$ cat src/rtl/cbad_pkg.sv
// Types, constants and a helper function of the bus address decoder.
package cbad_pkg;

  localparam logic [15:0] VIDEO_BASE = 16'h2000;
  localparam logic [15:0] IO_BASE    = 16'h4000;
  localparam logic [15:0] DMA_ADDR   = 16'h4014;
  localparam logic [15:0] ROM_BASE   = 16'h8000;

  localparam int unsigned OFFSET_W = 19;
  localparam int unsigned CODE_W   = 4;

  // Access kinds.
  localparam logic REQ_READ  = 1'b0;
  localparam logic REQ_WRITE = 1'b1;

  // Video register indexes; status, sprite data and video data carry read data.
  localparam logic [2:0] VREG_CTRL    = 3'd0;
  localparam logic [2:0] VREG_MASK    = 3'd1;
  localparam logic [2:0] VREG_STATUS  = 3'd2;
  localparam logic [2:0] VREG_OAMADDR = 3'd3;
  localparam logic [2:0] VREG_OAMDATA = 3'd4;
  localparam logic [2:0] VREG_SCROLL  = 3'd5;
  localparam logic [2:0] VREG_ADDR    = 3'd6;
  localparam logic [2:0] VREG_DATA    = 3'd7;

  // Codes reported for register writes.
  localparam logic [CODE_W-1:0] WR_NONE    = 4'd0;
  localparam logic [CODE_W-1:0] WR_CTRL    = 4'd1;
  localparam logic [CODE_W-1:0] WR_MASK    = 4'd2;
  localparam logic [CODE_W-1:0] WR_OAMADDR = 4'd3;
  localparam logic [CODE_W-1:0] WR_OAMDATA = 4'd4;
  localparam logic [CODE_W-1:0] WR_SCROLL  = 4'd5;
  localparam logic [CODE_W-1:0] WR_ADDR    = 4'd6;
  localparam logic [CODE_W-1:0] WR_DATA    = 4'd7;
  localparam logic [CODE_W-1:0] WR_OAMDMA  = 4'd8;

  // Configuration register indexes.
  localparam logic REG_PRG_BANK = 1'b0;

  typedef struct packed {
    logic        req_type;
    logic [15:0] address;
    logic [7:0]  write_data;
    logic [7:0]  ppu_status;
  } in_item_t;

  typedef struct packed {
    logic [7:0]          read_data;
    logic                rom_fetch;
    logic [OFFSET_W-1:0] rom_offset;
    logic [CODE_W-1:0]   ppu_reg_written;
  } out_item_t;

  typedef enum logic [4:0] {
    ST_CLEAR  = 5'b00001,
    ST_IDLE   = 5'b00010,
    ST_QUOT   = 5'b00100,
    ST_ACCESS = 5'b01000,
    ST_RESP   = 5'b10000
  } state_t;

  // Maps a video register index to the code reported when it is written.
  function automatic logic [CODE_W-1:0] video_write_code(input logic [2:0] idx);
    logic [CODE_W-1:0] code;
    unique case (idx)
      VREG_CTRL:    code = WR_CTRL;
      VREG_MASK:    code = WR_MASK;
      VREG_STATUS:  code = WR_NONE;
      VREG_OAMADDR: code = WR_OAMADDR;
      VREG_OAMDATA: code = WR_OAMDATA;
      VREG_SCROLL:  code = WR_SCROLL;
      VREG_ADDR:    code = WR_ADDR;
      default:      code = WR_DATA;
    endcase
    return code;
  endfunction

endpackage

$ cat src/rtl/cbad_cfg.sv
// APB-style configuration register block holding the program ROM bank.
module cbad_cfg (
  input  logic        clk,
  input  logic        rst_n,
  input  logic        psel,
  input  logic        penable,
  input  logic        pwrite,
  input  logic [2:0]  paddr,
  input  logic [31:0] pwdata,
  output logic [31:0] prdata,
  output logic        pready,
  output logic [3:0]  prg_bank
);

  logic [3:0] prg_bank_r;
  logic [3:0] prg_bank_nxt;
  logic       wr_en;

  assign pready = 1'b1;
  assign wr_en  = psel && penable && pwrite && pready;

  always_comb begin
    prg_bank_nxt = prg_bank_r;
    if (wr_en && (paddr[2] == cbad_pkg::REG_PRG_BANK)) begin
      prg_bank_nxt = pwdata[3:0];
    end
  end

  always_ff @(posedge clk) begin
    if (!rst_n) begin
      prg_bank_r <= '0;
    end else begin
      prg_bank_r <= prg_bank_nxt;
    end
  end

  // Only the bank register is readable; the unused slot reads as zero.
  assign prdata   = (paddr[2] == cbad_pkg::REG_PRG_BANK) ? {28'd0, prg_bank_r} : 32'd0;
  assign prg_bank = prg_bank_r;

endmodule

$ cat config.mk
export PLATFORM = sky130hd
export DESIGN_NAME = cbad_cfg
export DESIGN_NICKNAME = d
export VERILOG_FILES = /design/src/rtl/cbad_pkg.sv /design/src/rtl/cbad_cfg.sv
export SDC_FILE = /design/constraint.sdc
export NUM_CORES = 1
export LEC_CHECK = 0
export ABC_AREA = 1
export BUFFER_PORTS_ARGS = -buffer_cell sky130_fd_sc_hd__buf_2
export CAP_MARGIN = 20
export CORE_UTILIZATION = 28
export CTS_BUF_LIST = sky130_fd_sc_hd__clkbuf_4
export CTS_CLUSTER_SIZE = 14
export DETAILED_ROUTE_END_ITERATION = 10
export PLACE_DENSITY_LB_ADDON = 0.25
export SYNTH_ARGS = -nofsm -noshare
export SYNTH_HDL_FRONTEND = slang
export SYNTH_SLANG_ARGS = --single-unit
$ cat constraint.sdc
create_clock -name clk -period 0.9 [get_ports clk]
set_clock_uncertainty 0.2 [all_clocks]
set_input_delay 0.135 -clock clk [delete_from_list [all_inputs] [get_ports clk]]
set_output_delay 0.135 -clock clk [all_outputs]
set_load 0.05 [all_outputs]
Word level (Yosys, flattened, before mapping)
Cells that the tools add are included.
{"block": "totals", "register_bits": 4, "latchBits": 0, "ram_bits": 0, "romBits": 0, "input_bits": 40, "output_inout_bits": 37, "wordCells": 6, "n_memories": 0}
{"block": "op_classes", "add_sub_neg": 0, "n_mul": 0, "n_div": 0, "magnitude_cmp": 0, "eq_ne": 0, "n_shift": 0, "n_mux": 1, "bitwise_logic": 1, "reduce_logical": 3}
{"operator": "two-way mux 4 bit", "count": 1}
{"operator": "logical AND 1 bit", "count": 3}
{"operator": "inverter 1 bit", "count": 1}

Depth between registers and ports, before layout
Gate-level depths: netlist (run 1).
{"block": "depth", "word_depth": 3, "mapped_depth": 5, "mapped_depth_nobuf": 5}

Worst setup path after synthesis (run 1)
OpenSTA, ideal clock, no wires.
{"block": "synth_path", "path_type": "register to output", "from": "register prg_bank_r[0], in the netlist prg_bank[0]", "to": "output port prdata[0]", "t_arrival_ps": 1364, "required_ps": 565, "setup_slack_ps": -799, "stages_incl_launch_ff": 3, "n_path_buf": 0, "cell_sequence": "dfxtp_1 inv_1 nor2_1"}
{"block": "synth_via", "elab_chain_len": 1}
{"element": "start: declaration", "line_no": "cbad_cfg.sv:15", "rtl": "logic [3:0] prg_bank_r;"}
{"element": "start signal: assignment", "line_no": "cbad_cfg.sv:33", "rtl": "prg_bank_r <= prg_bank_nxt;"}
{"element": "two-way mux 4 bit", "line_no": "cbad_cfg.sv:38", "rtl": "assign prdata = (paddr[2] == cbad_pkg::REG_PRG_BANK) ? {28'd0, prg_bank_r} : 32'd0;"}
{"element": "end: declaration", "line_no": "cbad_cfg.sv:10", "rtl": "output logic [31:0] prdata,"}
Every way passes these cells.

Worst setup path in the final report (run 1)
Same ends and word-level chain as after synthesis.

==> flow_summary.ini, run 1 <==
[power]
p_leak_nw = 0.343
p_per_area_nw_per_um2 = 1330
irDropWorstVdd_mv = 0.418

[synth]
synth_top_area_cell = buf_4
synthArstFlopShare_pct = 0
synth.top_cell.area_share_pct = 48.2
synth_area_per_cell_sq_um = 6.45
yosysWarnings = 0
netlist_area_sq_um = 452
ys_types = 9
synth_edf_count = 0
yosys-top-cells-area = buf_4, dfxtp_1, nor2_1, inv_1, nand3_1
synth_common_cells = buf_4, nor2_1, inv_1
yosysMostFrequentCell = buf_4
ys_ff_latch = 4
seq_area_frac_synth_pct = 17.7
synth_cells = 70
synth_flop_cell = dfxtp_1

[critical_path]
critPathLaunchType = register
slowest_delay_ns = 0.36
path_delay_family = flip-flops
critPathRequiredTime_ns = 0.56
critical-path-slowest-cell = dfxtp_4
critical_path_buf_inv_count = 2
endpoint_kind = output pin
crit_type = register to output pin
path_max_fanout = 3
arrival_ns = 0.86
path_cells = inv_2 -> nor2_4 -> buf_6

[run]
maxCapViolCount = 0

[timing]
post-route-min-period_ns = 1.19
fmax_mhz = 840
holdWs_ns = -0.0491
fin_setup_tns_ns = -2.11
setup_violations = 8
fin_ws_ns = -0.290
rsz0062_at_grt = true
drv_slew = 0
hold_viol = 4
finalCritPeriodShare_pct = 132

[global_route]
track_usage_pct = 9.15
antenna_found_initial = 0
grt_pass1_vias = 306
grt_pass1_wl_mm = 1.19
grt_max_degree = 7
overflow = 0

[die]
start_util_pct = 30.0
die_x_microns = 42.2
fp.dieH_microns = 42.2
rows = 14
io_pins = 77
dieArea_sq_um = 1780
core_area_sq_um = 1510

[clock_network]
cts_tree = yes
cts_max_path_buffers = 2
htreeDepth = 1
clkTransAtPathRegs_ns = 0.04
clock-root-buffer = clkbuf_4
clk_latency_ns = 0.23
numCtsBuffers = 3
cts.sinks = 4

[worst_hold_path]
hp-class = primary input to register

[place]
place.gp.congestion = 0.732
dp_cells = 102
io_buffers = 17
dp_hpwl_microns = 561

[cells_and_area]
antennaDiodeCount = 0
areaGrowthSynthToFinish_pct = 34.9
largest_reg_flops = 4
fill_cells = 154
stdcell_count = 108
multi_input_area_sq_um = 244
regArea_sq_um = 95.1
drive_gt1_share_pct = 41.3
nets = 134

[drt]
drcViolationCount = 0
vias = 377
routed_via_density = 3.49
wl_per_cell_microns = 6.12
ant_nets = 0
routed_wl_microns = 661
dr.pass1.iters = 2
drt_iter0_markers = 2

[status]
status = complete, but fails checks
violations = hold timing, setup timing
cell usage in the layout, fill, tap and decap left out:
master    instances
nor2_4            5
conb_1           29
dfxtp_4           4
buf_2             9
nand2_1           5
inv_1             7
nand3_1           4
inv_4             1
buf_8             4
inv_2             3
clkbuf_4          3
buf_6             5
nand2_2           1
buf_4             3
nor2_1            9
worst register-to-register path, stage by stage (launching register included):
cell and delay [ns]:
dfxtp_4 0.35, nor2_1 0.11, nor2_1 0.05
layer usage:
metal	vias to the layer above	part of all wire [%]	global-route usage [%]	wire (microns)
met5	-	0	0	0
met4	0	1.7	7.50	11
met3	2	10	2.59	68
met2	27	57	15.7	379
met1	159	30	8.97	201
li1	189	-	-	-
report_power, final:
part | internal [mW] | switching (mW) | total [mW] | leakage, nW
Sequential | 0.177 | 0.00693 | 0.184 | 0.0356
Clock | 0.149 | 0.0714 | 0.220 | 0.0138
Combinational | 0.0613 | 0.345 | 0.406 | 0.294
Total | 0.387 | 0.423 | 0.811 | 0.343
layout make-up:
| type | count | area share [%] |
|---|---|---|
| Sequential cell | 4 | 15.6 |
| Multi-Input combinational cell | 53 | 40.0 |
| Inverter | 11 | 7.19 |
| Timing Repair Buffer | 21 | 30.2 |
| Clock buffer | 3 | 3.70 |
| Tap cell | 16 | 3.29 |
per-stage QoR:
| step | power, mW | setup WS, ns | utilization [%] | cell area [sq um] |
|---|---|---|---|---|
| 2_1_floorplan | 0.619 | -0.206 | - | 598 |
| 5_1_grt | 0.850 | -0.316 | 40.4 | 609 |
| 3_5_place_dp | 0.566 | -0.174 | 32.7 | 493 |
| 6_report | 0.811 | -0.290 | 40.4 | 609 |
| 4_1_cts | 0.810 | -0.295 | 37.5 | 566 |
| 3_3_place_gp | 0.565 | -0.166 | 32.7 | 493 |
path summary, 6_finish.rpt:
| check | from | endpoint | slack (ns) | cells after the start |
|---|---|---|---|---|
| worst min register to register | prg_bank[3] | prg_bank[3] | 0.30 | 2 |
| worst min-delay path | rst_n | prg_bank[1] | -0.05 | 3 |
| worst max-delay path | prg_bank[0] | prdata[0] | -0.29 | 3 |
| worst max register to register | prg_bank[0] | prg_bank[0] | 0.09 | 2 |
cells by family after synthesis:
family                 Yosys count  share of synthesized area (%)
buffers and inverters           40                           57.3
DFF                              4                           17.7
other                            2                           1.66
and+or+nand+nor                 24                           23.3
repair_timing:
action,CTS,global route
pin swaps,4,0
gates resized for setup,14,8
endpoints found under the setup margin,8,12
gates cloned,0,0
setup buffers,1,2
endpoints found under the hold margin,4,4
No activity file was read; power rests on OpenSTA's default activity.
==> run 2, diff against run 1 <==
==> constraint.sdc (replaced) <==
create_clock -name clk -period 1.15 [get_ports clk]
set_clock_uncertainty 0.2 [all_clocks]
set_input_delay 0.1725 -clock clk [delete_from_list [all_inputs] [get_ports clk]]
set_output_delay 0.1725 -clock clk [all_outputs]
set_load 0.05 [all_outputs]
==> flow_summary.ini, run 2 (same netlist as run 1, synthesis figures left out) <==
[timing]
finalCritPeriodShare_pct = 106
setup_violations = 4
drv_slew = 0
rsz0062_at_grt = true
hold_viol = 0
post-route-min-period_ns = 1.22
fin_setup_tns_ns = -0.261
fin_ws_ns = -0.0729
holdWs_ns = 0.0500
fmax_mhz = 818

[cells_and_area]
nets = 131
regArea_sq_um = 95.1
mostFrequentLayoutCell = conb_1
antennaDiodeCount = 0
final_cell_area_sq_um = 561
layout_common_cells = conb_1, nor2_1, buf_2
stdcell_count = 105
fill_cells = 170
largest_reg_flops = 4
drive_gt1_share_pct = 38.2
post-route-util_pct = 37.2
areaGrowthSynthToFinish_pct = 24.1
multi_input_area_sq_um = 244

[power]
p_leak_nw = 0.319
irDropWorstVdd_mv = 0.323
p_total_mw = 0.619
p_per_area_nw_per_um2 = 1100

[critical_path]
path_max_fanout = 3
arrival_ns = 0.85
critPathRequiredTime_ns = 0.78
crit_type = register to output pin
reg2reg_from = prg_bank[1]
endpoint_kind = output pin
critPathLaunchType = register
startpoint = prg_bank[2]

[clock_network]
cts.sinks = 4
htreeDepth = 1
numCtsBuffers = 3
clock-root-buffer = clkbuf_4
cts_max_path_buffers = 2
post-cts-setup-buffers = 0
clkTransAtPathRegs_ns = 0.04
cts_tree = yes
clk_latency_ns = 0.23

[drt]
vias = 363
routed_wl_microns = 635
routed_via_density = 3.46
dr.pass1.iters = 2
ant_nets = 0
drt_iter0_markers = 1
drcViolationCount = 0
wl_per_cell_microns = 6.05

[die]
rows = 14
fp.dieH_microns = 42.2
core_area_sq_um = 1510
dieArea_sq_um = 1780
io_pins = 77
die_x_microns = 42.2
start_util_pct = 30.0

[status]
status = complete, but fails checks
violations = setup timing

[global_route]
grt_pass1_vias = 314
grt_max_degree = 7
overflow = 0
track_usage_pct = 8.24
grt_pass1_wl_mm = 1.11
antenna_found_initial = 0

[worst_hold_path]
hp-class = primary input to register
min_from = pwdata[2]

[place]
io_buffers = 17
dp_hpwl_microns = 535
place_area_sq_um = 485
place.gp.congestion = 0.626
post-place-ws_ns = 0.0314
dp_cells = 101

[run]
maxCapViolCount = 0
[run 2: cell types whose count changed in the layout (fill, tap and decap cells not counted)]
cell and delta:
buf_6 +1, dlygate4sd3_1 +1, inv_2 +1, inv_4 -1, buf_8 -4, buf_4 -1
[run 2: area by class of cell]
class	instances	share of cell area, %
Inverter	11	7.37
Sequential cell	4	17.0
Clock buffer	3	4.02
Multi-Input combinational cell	53	43.5
Timing Repair Buffer	18	24.6
Tap cell	16	3.57
[run 2: timing repair]
action                                  4_1_cts  5_1_grt
endpoints found under the setup margin        8        8
endpoints found under the hold margin         3        0
gates resized for setup                      10        6
pin swaps                                     4        0
hold buffers                                  1        0
[run 2: worst paths after layout]
path	endpoint	cells past startpoint	slack [ns]
max	prdata[2]	3	-0.07
min	prg_bank[2]	5	0.05
max reg2reg	prg_bank[1]	2	0.35
min reg2reg	prg_bank[0]	2	0.30
[run 2: layer usage]
layer  share of wire [%]  vias to the layer above  wire length, microns  GRT usage, %
met4                   0                        0                     0          7.50
met5                   0                        -                     0             0
li1                    -                      181                     -             -
met2                  58                       25                   371          14.5
met1                  32                      157                   204          8.14
met3                 9.4                        0                    60          1.29
[run 2: report_power, final]
group	switching, mW	total (mW)	internal [mW]
sequential	0.00487	0.143	0.139
clock	0.0539	0.170	0.117
combinational	0.268	0.305	0.0379
total	0.326	0.619	0.293
[run 2: critical path, stage by stage (launching register included)]
cell,delay (ns)
dfxtp_4,0.35
inv_2,0.04
nor2_4,0.07
buf_6,0.16
